==> config.mk <==
export PLATFORM = sky130hd
export DESIGN_NAME = ffsba_map_ram
export DESIGN_NICKNAME = d
export VERILOG_FILES = /design/src/rtl/ffsba_pkg.sv /design/src/rtl/ffsba_map_ram.sv
export SDC_FILE = /design/constraint.sdc
export NUM_CORES = 2
export LEC_CHECK = 0
export BUFFER_PORTS_ARGS = -buffer_cell sky130_fd_sc_hd__buf_2
export CAP_MARGIN = 10
export CORE_MARGIN = 10
export CORE_UTILIZATION = 50
export CTS_CLUSTER_DIAMETER = 200
export DETAILED_ROUTE_END_ITERATION = 16
export PLACE_DENSITY_LB_ADDON = 0.2
export SLEW_MARGIN = 30
export SYNTH_ARGS = -nofsm -noshare
export SYNTH_HDL_FRONTEND = slang
export SYNTH_SLANG_ARGS = --single-unit
==> constraint.sdc <==
create_clock -name clk -period 20.8 [get_ports clk]
set_clock_uncertainty 0.1 [all_clocks]
set_input_delay 5.2 -clock clk [delete_from_list [all_inputs] [get_ports clk]]
set_output_delay 5.2 -clock clk [all_outputs]
set_load 0.01 [all_outputs]
==> src/rtl/ffsba_pkg.sv <==
// Shared constants, codes and types for the first-fit slot bitmap allocator.
// No dependencies; every other file of the block refers to this package.
package ffsba_pkg;

  localparam int MAX_SLOTS_DEF = 4096;
  localparam int WORD_BITS     = 64;
  localparam int BIT_W         = 6;
  localparam int MAP_AW_DEF    = $clog2((MAX_SLOTS_DEF + WORD_BITS - 1) / WORD_BITS);

  localparam int ACT_W      = 2;
  localparam int STAT_W     = 2;
  localparam int GROUP_W    = 16;
  localparam int CNT_W      = 13;
  localparam int NUM_W      = 28;
  localparam int SIDX_W     = 12;
  localparam int PROD_W     = GROUP_W + CNT_W;
  localparam int CFG_IDX_W  = 2;
  localparam int CFG_DATA_W = 16;
  localparam int DIV_STEPS  = NUM_W;
  localparam int DIV_CNT_W  = $clog2(DIV_STEPS);

  localparam logic [ACT_W-1:0] ACT_ALLOC = 2'd0;
  localparam logic [ACT_W-1:0] ACT_FREE  = 2'd1;
  localparam logic [ACT_W-1:0] ACT_MARK  = 2'd2;

  localparam logic [STAT_W-1:0] ST_OK           = 2'd0;
  localparam logic [STAT_W-1:0] ST_NO_FREE      = 2'd1;
  localparam logic [STAT_W-1:0] ST_INVALID      = 2'd2;
  localparam logic [STAT_W-1:0] ST_ALREADY_FREE = 2'd3;

  localparam logic [CFG_IDX_W-1:0] CFG_GROUP    = 2'd0;
  localparam logic [CFG_IDX_W-1:0] CFG_SLOTS    = 2'd1;
  localparam logic [CFG_IDX_W-1:0] CFG_RESERVED = 2'd2;

  typedef enum logic [2:0] {
    S_CLEAR,
    S_IDLE,
    S_SCAN,
    S_MOD,
    S_APPLY
  } state_t;

  typedef struct packed {
    logic             go;
    logic [NUM_W-1:0] dividend;
    logic [CNT_W-1:0] divisor;
  } mod_req_t;

  typedef struct packed {
    logic             done;
    logic [CNT_W-1:0] rem;
  } mod_rsp_t;

endpackage

==> src/rtl/ffsba_map_ram.sv <==
// Allocation map storage: one 64-bit word per row, one write and one read port.
// Read data is registered. Uses ffsba_pkg.
module ffsba_map_ram #(
  parameter int ADDR_W = ffsba_pkg::MAP_AW_DEF
) (
  input  logic                           clk,
  input  logic                           rd_en,
  input  logic [ADDR_W-1:0]              rd_addr,
  output logic [ffsba_pkg::WORD_BITS-1:0] rd_data,
  input  logic                           wr_en,
  input  logic [ADDR_W-1:0]              wr_addr,
  input  logic [ffsba_pkg::WORD_BITS-1:0] wr_data
);

  logic [ffsba_pkg::WORD_BITS-1:0] mem [2**ADDR_W];

  always_ff @(posedge clk) begin
    if (wr_en) begin
      mem[wr_addr] <= wr_data;
    end
  end

  always_ff @(posedge clk) begin
    if (rd_en) begin
      rd_data <= mem[rd_addr];
    end
  end

endmodule

==> results.py <==
metrics = {
    "outcome": {
        "outcome": "completed",
    },
    "sta": {
        "slew-limit-headroom_pct": 29.4,
        "worst_hold_slack_ps": 826,
        "timing.fmax_mhz": 114,
        "finalCritPeriodShare_pct": 42.2,
        "tightest_slew_ps": 1060,
        "min_period_ps": 8780,
        "slew_viol_final": 0,
        "hold_viol_final": 0,
        "rsz0062_at_grt": "no",
        "setup_tns_ps": 0,
        "setup_viol": 0,
    },
    "logic_synthesis": {
        "synth_cell_type_count": 32,
        "synth-main-ff-cell": "edfxtp_1",
        "synth_edf_count": 4160,
        "postSynthAreaPerCell_um2": 23.8,
        "syn_inst": 6598,
        "synth_area_um2": 157000,
        "syn_nets": 6677,
        "yosys_warnings": 0,
        "postSynth.asyncResetShare_pct": 0,
        "ys_ff_latch": 4160,
        "yosysSeqAreaShare_pct": 79.6,
    },
    "job": {
        "cap_violations": 0,
    },
    "power_and_ir_drop": {
        "p_leak_nw": 55.3,
        "power_density_nw_per_um2": 99.2,
        "peakVddDrop_v": 0.000109,
    },
    "floorplanning": {
        "start_util_pct": 50.3,
        "die_area_um2": 337000,
        "ios": 143,
        "core_um2": 312000,
        "num_rows": 205,
        "die_w_um": 580,
        "fp.dieH_um": 580,
    },
    "min_path": {
        "hp-start": "mem[54][46]",
        "hold_depth": 4,
        "worstHoldPathType": "reg2reg",
    },
    "cts": {
        "postCtsSetupBuffers": 0,
        "htreeDepth": 5,
        "cts_made_buffers": 416,
        "insertion_delay_ps": 950,
        "post_cts_resized": 0,
        "cts_tree": "done",
        "cts-root-buf": "clkbuf_16",
        "clockBufferDepth": 4,
        "clkSlewWorstSetupHoldPaths_ps": 70,
        "clock_sink_count": 4160,
        "ctsHoldBuffers": 0,
    },
    "critical_path": {
        "worstPathMaxFanout": 106,
        "slowest_delay_ps": 830,
        "crit_arrival_ps": 9390,
        "critPathSlowestCell": "buf_4",
        "path_cells": "buf_8, buf_12, buf_4, buf_4, mux4_2, nor2b_1, a211oi_1, o22ai_1, and3_1",
        "r2r-start": "mem[13][26]",
        "worstSetupPathType": "in2reg",
        "startpoint": "rd_addr[1]",
        "start_kind": "primary input",
        "required_ps": 21400,
        "crit_path_end_kind": "flop",
        "r2r_cells": 5,
        "crit_top_cell": "buf_4",
    },
    "global_routing": {
        "antenna_found_initial": 29,
        "grt_first_pass_wirelength_mm": 606,
        "grt_overflow": 0,
        "grt_pass1_vias": 76100,
        "grt_max_degree": 121,
        "grt_use_total_pct": 25.3,
    },
    "finish": {
        "synthToLayoutAreaGrowth_pct": 13.4,
        "drive_gt1_share_pct": 28.4,
        "fillers": 22300,
        "finish.net_count": 7092,
    },
    "place": {
        "gp_congestion": 0.778,
        "port_buffers": 142,
        "dp_hpwl_mm": 232,
    },
    "routing": {
        "wl_per_cell_um": 37.7,
        "first_pass_iters": 6,
        "totalWireLength_mm": 434,
        "via_count": 76300,
        "routed_via_density": 6.63,
        "drc": 0,
        "final_antenna_net_count": 0,
        "dr.first_iter.drc_count": 10300,
    },
}
## cells in the final DEF (no fill, tap or decap), types with 54 or more instances in the layout
| cell type | synthesis | routed |
|---|---|---|
| a211oi_1 | 63 | 63 |
| a22o_1 | 88 | 88 |
| a22oi_1 | 168 | 168 |
| and3_1 | 64 | 64 |
| buf_2 | 170 | 77 |
| buf_4 | 34 | 232 |
| clkbuf_1 | 140 | 87 |
| clkbuf_16 | 0 | 421 |
| clkinv_1 | 0 | 93 |
| clkinv_2 | 0 | 71 |
| edfxtp_1 | 4160 | 4160 |
| mux2i_1 | 135 | 135 |
| mux4_2 | 1024 | 1024 |
| nand2_1 | 58 | 54 |
| nor2_4 | 0 | 65 |
| o22ai_1 | 83 | 83 |
## per-layer routing
layer,vias up,part of all wire [%],track usage (%),wire length (um)
met5,-,0.016,0,69
met4,12,3.4,7.55,14600
met3,741,9.1,4.38,39500
met2,4136,48,40.3,209000
met1,42000,39,36.2,170000
li1,29400,-,-,-
## cell type report
cell class,count,area [um2],area share [%]
multi-input combinational,2049,30800,17.3
clock inverter,261,2900,1.63
antenna,10,25.0,0.0141
timing repair buffer,367,3240,1.82
sequential,4160,125000,70.2
clock buffer,508,10900,6.10
tap,4140,5180,2.91
inverter,19,71.3,0.0401
## power by group
part	total, mW	internal [mW]	switching (mW)
combinational	0.775	0.286	0.490
clock	7.54	4.36	3.18
sequential	9.33	9.30	0.0322
total	17.6	13.9	3.70
## flip-flops by register name, summed over array words and instances, names as in the netlist
name	flops
rd_data	64
mem	4096
## cells in the mapped netlist (all sizes together), types with 2 or more instances
master   number  area (um2)
edfxtp     4160      125000
clkbuf      140         526
a211oi       63         473
o22ai        83         519
a31oi        18         113
inv          19        71.3
a22oi       168        1260
nand4         2        12.5
a22o         88         771
o221ai       38         333
and2          3        18.8
mux4       1024       23100
nand3        45         225
or3          29         181
nand2        58         218
buf         230        1250
nand3b        2        15.0
and3         64         400
nor2        112         420
nor3          2        10.0
or2          28         175
nand2b       11        68.8
mux2i       135        1350
nor2b        28         175
a41oi        26         228
a2bb2oi      19         166
## final timing paths
path,endpoint,slack (ps)
worst max-delay path,rd_data[32],12020
worst min register to register,rd_data[46],830
worst max register to register,rd_data[26],18390
worst min-delay path,rd_data[46],830
## through the flow
stage                     setup slack [ps]  utilization (%)  total power [mW]  area, um2  instances
final                                12020             57.0              17.6     178000      11500
after global routing                 11520             57.0              18.1     178000      11500
after CTS                            11900             56.9              17.7     178000      11500
after detailed placement             10850             52.5              10.3     164000      10700
after global placement               10640             52.3              10.3     163000      10700
after floorplan                      10060                -              9.93     157000       6598
## cell families (layout without fill, tap and decap cells)
logic type	count (synthesis)	in the layout	share of synthesized area, %
buffers and inverters	389	1155	1.18
AOI/OAI and AO/OA	504	504	2.47
muxes	1159	1159	15.6
DFF	4160	4160	79.6
and+or+nand+nor	386	386	1.23
other	0	10	0
## worst max-delay path, delay by kind of cell
kind	cells	cell delay (ps)
buffers and inverters	4	2570
multiplexers	1	410
AND/OR/NAND/NOR	2	350
AO/OA/AOI/OAI	2	500
Power figures use the tool's default switching activity.
