File: config.mk
export PLATFORM = sky130hd
export DESIGN_NAME = ffsba_rem_unit
export DESIGN_NICKNAME = d
export VERILOG_FILES = /design/src/rtl/ffsba_pkg.sv /design/src/rtl/ffsba_rem_unit.sv
export SDC_FILE = /design/constraint.sdc
export NUM_CORES = 1
export LEC_CHECK = 0
export ABC_AREA = 1
export BUFFER_PORTS_ARGS = -buffer_cell sky130_fd_sc_hd__buf_2
export CORE_MARGIN = 1.5
export CORE_UTILIZATION = 30
export DETAILED_ROUTE_END_ITERATION = 12
export PLACE_DENSITY = 0.57
export SLEW_MARGIN = 20
export SYNTH_ARGS = -nofsm -noshare
export SYNTH_HDL_FRONTEND = slang
export SYNTH_SLANG_ARGS = --single-unit
File: constraint.sdc
create_clock -name clk -period 2.1 [get_ports clk]
set_input_delay 0.105 -clock clk [delete_from_list [all_inputs] [get_ports clk]]
set_output_delay 0.105 -clock clk [all_outputs]
set_load 0.02 [all_outputs]
File: src/rtl/ffsba_pkg.sv
// Shared constants, codes and types for the first-fit slot bitmap allocator.
// No dependencies; every other file of the block refers to this package.
package ffsba_pkg;

  localparam int MAX_SLOTS_DEF = 4096;
  localparam int WORD_BITS     = 64;
  localparam int BIT_W         = 6;
  localparam int MAP_AW_DEF    = $clog2((MAX_SLOTS_DEF + WORD_BITS - 1) / WORD_BITS);

  localparam int ACT_W      = 2;
  localparam int STAT_W     = 2;
  localparam int GROUP_W    = 16;
  localparam int CNT_W      = 13;
  localparam int NUM_W      = 28;
  localparam int SIDX_W     = 12;
  localparam int PROD_W     = GROUP_W + CNT_W;
  localparam int CFG_IDX_W  = 2;
  localparam int CFG_DATA_W = 16;
  localparam int DIV_STEPS  = NUM_W;
  localparam int DIV_CNT_W  = $clog2(DIV_STEPS);

  localparam logic [ACT_W-1:0] ACT_ALLOC = 2'd0;
  localparam logic [ACT_W-1:0] ACT_FREE  = 2'd1;
  localparam logic [ACT_W-1:0] ACT_MARK  = 2'd2;

  localparam logic [STAT_W-1:0] ST_OK           = 2'd0;
  localparam logic [STAT_W-1:0] ST_NO_FREE      = 2'd1;
  localparam logic [STAT_W-1:0] ST_INVALID      = 2'd2;
  localparam logic [STAT_W-1:0] ST_ALREADY_FREE = 2'd3;

  localparam logic [CFG_IDX_W-1:0] CFG_GROUP    = 2'd0;
  localparam logic [CFG_IDX_W-1:0] CFG_SLOTS    = 2'd1;
  localparam logic [CFG_IDX_W-1:0] CFG_RESERVED = 2'd2;

  typedef enum logic [2:0] {
    S_CLEAR,
    S_IDLE,
    S_SCAN,
    S_MOD,
    S_APPLY
  } state_t;

  typedef struct packed {
    logic             go;
    logic [NUM_W-1:0] dividend;
    logic [CNT_W-1:0] divisor;
  } mod_req_t;

  typedef struct packed {
    logic             done;
    logic [CNT_W-1:0] rem;
  } mod_rsp_t;

endpackage

File: src/rtl/ffsba_rem_unit.sv
// Restoring remainder unit: global number modulo slot count, one quotient bit
// per cycle. Uses ffsba_pkg for widths and request types.
module ffsba_rem_unit (
  input  logic                clk,
  input  logic                rst,
  input  ffsba_pkg::mod_req_t req,
  output ffsba_pkg::mod_rsp_t rsp
);

  localparam logic [ffsba_pkg::DIV_CNT_W-1:0] LAST_STEP =
    ffsba_pkg::DIV_CNT_W'(ffsba_pkg::DIV_STEPS - 1);

  logic                           active;
  logic                           done;
  logic [ffsba_pkg::DIV_CNT_W-1:0] cnt;
  logic [ffsba_pkg::NUM_W-1:0]    shift;
  logic [ffsba_pkg::CNT_W-1:0]    rem;
  logic [ffsba_pkg::CNT_W-1:0]    divisor;
  logic [ffsba_pkg::CNT_W:0]      trial;
  logic [ffsba_pkg::CNT_W-1:0]    rem_next;

  // The partial remainder stays below the divisor, so one extra bit suffices.
  always_comb begin
    trial = {rem, shift[ffsba_pkg::NUM_W-1]};
    if (trial >= {1'b0, divisor}) begin
      rem_next = ffsba_pkg::CNT_W'(trial - {1'b0, divisor});
    end else begin
      rem_next = trial[ffsba_pkg::CNT_W-1:0];
    end
  end

  always_ff @(posedge clk) begin
    if (rst) begin
      active <= 1'b0;
      done   <= 1'b0;
      cnt    <= '0;
    end else begin
      done <= 1'b0;
      if (req.go) begin
        active <= 1'b1;
        cnt    <= '0;
      end else if (active) begin
        cnt <= cnt + 1'b1;
        if (cnt == LAST_STEP) begin
          active <= 1'b0;
          done   <= 1'b1;
        end
      end
    end
  end

  always_ff @(posedge clk) begin
    if (req.go) begin
      shift   <= req.dividend;
      rem     <= '0;
      divisor <= req.divisor;
    end else if (active) begin
      shift <= {shift[ffsba_pkg::NUM_W-2:0], 1'b0};
      rem   <= rem_next;
    end
  end

  assign rsp.done = done;
  assign rsp.rem  = rem;

endmodule
==> impl_metrics.csv <==
group,metric,value,unit
power_and_ir_drop,peakVddDrop,0.386,mV
routing,drt-initial-drc-count,132,
logic_synthesis,synth-seq-area-share,0.464,
logic_synthesis,syn-instance-count,436,
place,portBuffers,57,
global_routing,grt_pass1_vias,3006,
floorplanning,coreArea,11400,sq um
power_and_ir_drop,power.switching,0.824,mW
cts,cts.sinks,61,
routing,postRouteAntennaNets,0,
critical_path,crit_top_cell,"nand3_1",
cts,clk_pin_slew,0.06,ns
floorplanning,start_util,0.308,
timing,fin_worst_skew,0.00602,ns
critical_path,path_cells,"inv_1, ha_1, fa_1, inv_1, nand3_1, nand3_1, nand2_1, a21o_1, nand3_2, nand3_1, nand2_1",
cts,root_buffer,"clkbuf_16",
timing,relSlewSlack,0.739,
critical_path,arrival,2.21,ns
critical_path,critical_path.max_fanout,3,
routing,avgViaCountPerCell,4.53,
logic_synthesis,synth_warnings,0,
place,dpl.hpwl,5860,microns
logic_synthesis,ys_types,34,
timing,finalSetupViolations,0,
timing,rsz0062_at_grt,"no",
power_and_ir_drop,clkPwrFrac,0.464,
power_and_ir_drop,p_sw_frac,0.252,
routing,route.detailed.drc,0,
logic_synthesis,ys_ff_latch,61,
routing,via_count,3006,
floorplanning,num_rows,39,
power_and_ir_drop,seq_power_share,0.430,
timing,finalCritPeriodShare,0.921,
power_and_ir_drop,p_int,2.45,mW
floorplanning,die_x,111,microns
global_routing,grt.total_usage,0.142,
cts,insertion_delay,0.33,ns
logic_synthesis,syn_area,3510,sq um
critical_path,required,2.37,ns
power_and_ir_drop,p_per_area,739,nW/um^2
global_routing,grt_pass1_wl,13900,microns
routing,routed_wl,8290,microns
logic_synthesis,avgSynthCellArea,8.06,sq um
floorplanning,ioPinCount,58,
cts,tritoncts,"yes",
cts,cts_max_level,3,
timing,finalSetupTns,0,ns
critical_path,critPathSlowestCell,"fa_1",
critical_path,startpoint_type,"register",
cts,cts_made_buffers,9,
worst_hold_path,min_path_type,"in -> reg",
cells_and_area,drive_above_1_share,0.234,
cts,cts_resized,0,
cells_and_area,layout.nets,575,
power_and_ir_drop,total_power,3.27,mW
timing,hold_viol,0,
power_and_ir_drop,p_leak,2.25,nW
global_routing,antenna_found_initial,1,
timing,min_period,1.93,ns
floorplanning,fp.dieH,111,microns
place,place_congestion,0.864,
power_and_ir_drop,combPwrFrac,0.106,
routing,dr.pass1.iters,4,
timing,fmax,517,MHz
outcome,status,"completed",
routing,wl_per_cell,12.5,microns
global_routing,grt_overflow,0,
logic_synthesis,synth_edf_count,41,
cells_and_area,area_growth,25.8,%
global_routing,grt_max_degree,36,
timing,tightest_slew,0.391,ns
cells_and_area,diodes,0,
cts,ctsLongestPathBuffers,2,
logic_synthesis,synthArstFlopShare,0,
critical_path,cpPeakStageDelay,0.42,ns
run,drv_cap,0,
logic_synthesis,syn_nets,495,
timing,report.final.slew_viol_count,0,
floorplanning,die-area,12400,sq um
logic_synthesis,synth_ff_type,"edfxtp_1",
critical_path,end_kind,"register",
critical_path,critPathKind,"reg -> reg",
## metrics by stage
stage,hold slack (ns),area (sq um),cells,utilization,setup slack (ns)
2_1_floorplan,0.204,3510,436,-,0.275
3_3_place_gp,0.284,3950,632,0.346,0.224
3_5_place_dp,0.284,3950,632,0.346,0.211
4_1_cts,0.0144,4390,661,0.384,0.153
5_1_grt,0.00676,4420,664,0.387,0.0234
6_report,0.0286,4420,664,0.387,0.167
## placed cells by master, fill, tap and decap left out, types with 2 or more instances in the layout
cell	n
clkinv_4	3
edfxtp_1	41
nor2_1	12
nor2_4	3
nand4_1	19
buf_2	57
nand2_1	170
dfxtp_1	20
nand3_2	7
ha_1	14
xnor2_1	3
inv_2	5
a21oi_1	6
o21ai_0	3
nor2_2	3
xor2_1	2
clkbuf_16	9
dlygate4sd3_1	13
inv_6	2
inv_1	64
nand2_2	14
buf_4	11
nor3_1	2
nand3_1	24
## routing by layer
metal / vias up / track usage / share of wire
li1: 1542 / - / -
met1: 1344 / 0.168 / 0.45
met2: 98 / 0.238 / 0.47
met3: 20 / 0.0448 / 0.058
met4: 2 / 0.0591 / 0.022
met5: - / 0 / 0.0014
## kinds of logic (layout without fill, tap and decap cells)
| family | after synthesis | after routing | synth area share |
|---|---|---|---|
| compound gates | 13 | 13 | 0.0228 |
| buf+inv | 84 | 169 | 0.104 |
| simple gates | 258 | 258 | 0.341 |
| flops | 61 | 61 | 0.464 |
| fa+ha+maj | 15 | 15 | 0.0555 |
| xor+xnor | 5 | 5 | 0.0125 |
## flip-flops by register name, indices dropped and copies added, names as in the netlist
register,cells
shift,28
divisor,13
rem,13
cnt,5
active,1
done,1
## cell type report
type                            instances  area [sq um]
Sequential cell                        61          1630
Timing Repair Buffer                   82           518
Fill cell                            1212          7000
Clock buffer                            9           225
Multi-Input combinational cell        291          1520
Clock inverter                          7          81.3
Inverter                               71           268
Tap cell                              143           179
## path summary, 6_finish.rpt
check	start	end	slack, ns	depth (start not counted)
max	shift[27]$_DFFE_PP_	rem[8]$_SDFFE_PP0P_	0.17	11
min	req[13]	shift[0]$_SDFFCE_PN0P_	0.03	3
max reg2reg	shift[27]$_DFFE_PP_	rem[8]$_SDFFE_PP0P_	0.17	11
min reg2reg	cnt[4]$_SDFFE_PP0P_	cnt[4]$_SDFFE_PP0P_	0.47	2
## power groups by stage
stage	Combinational [mW]	Clock, mW	Sequential (mW)
floorplan	0.218	0	1.43
global placement	0.323	0	1.43
detailed placement	0.328	0	1.43
CTS	0.348	1.56	1.41
global route	0.393	1.61	1.41
finish	0.346	1.52	1.41
## synthesized netlist by cell type (2+ instances only)
library cell / instances / area [sq um]
nand2_2: 14 / 87.6
nor2_4: 3 / 33.8
buf_6: 2 / 22.5
clkbuf_1: 5 / 18.8
dfxtp_1: 20 / 400
nand3_1: 24 / 120
o21ai_0: 3 / 15.0
ha_1: 14 / 175
a21oi_1: 6 / 30.0
edfxtp_1: 41 / 1230
xor2_1: 2 / 17.5
xnor2_1: 3 / 26.3
nor2_1: 12 / 45.0
inv_2: 5 / 18.8
nor3_1: 2 / 10.0
buf_4: 4 / 30.0
nand3_2: 7 / 70.1
nand4_1: 19 / 119
nand2_1: 170 / 638
inv_1: 64 / 240
nor2_2: 3 / 18.8
## critical path, delay by kind of cell, from the launching register on
kind | cells | cell delay [ns]
AOI/OAI and AO/OA | 1 | 0.17
adders and majority gates | 2 | 0.64
buffers and inverters | 2 | 0.17
DFF | 1 | 0.31
and+or+nand+nor | 6 | 0.57
## repair_timing
| action | in CTS | in global routing |
|---|---|---|
| setup buffers | 0 | 3 |
| hold endpoints to repair | 13 | 0 |
| setup endpoints to repair | 0 | 1 |
| hold buffers | 13 | 0 |
Power figures use the tool's default switching activity.
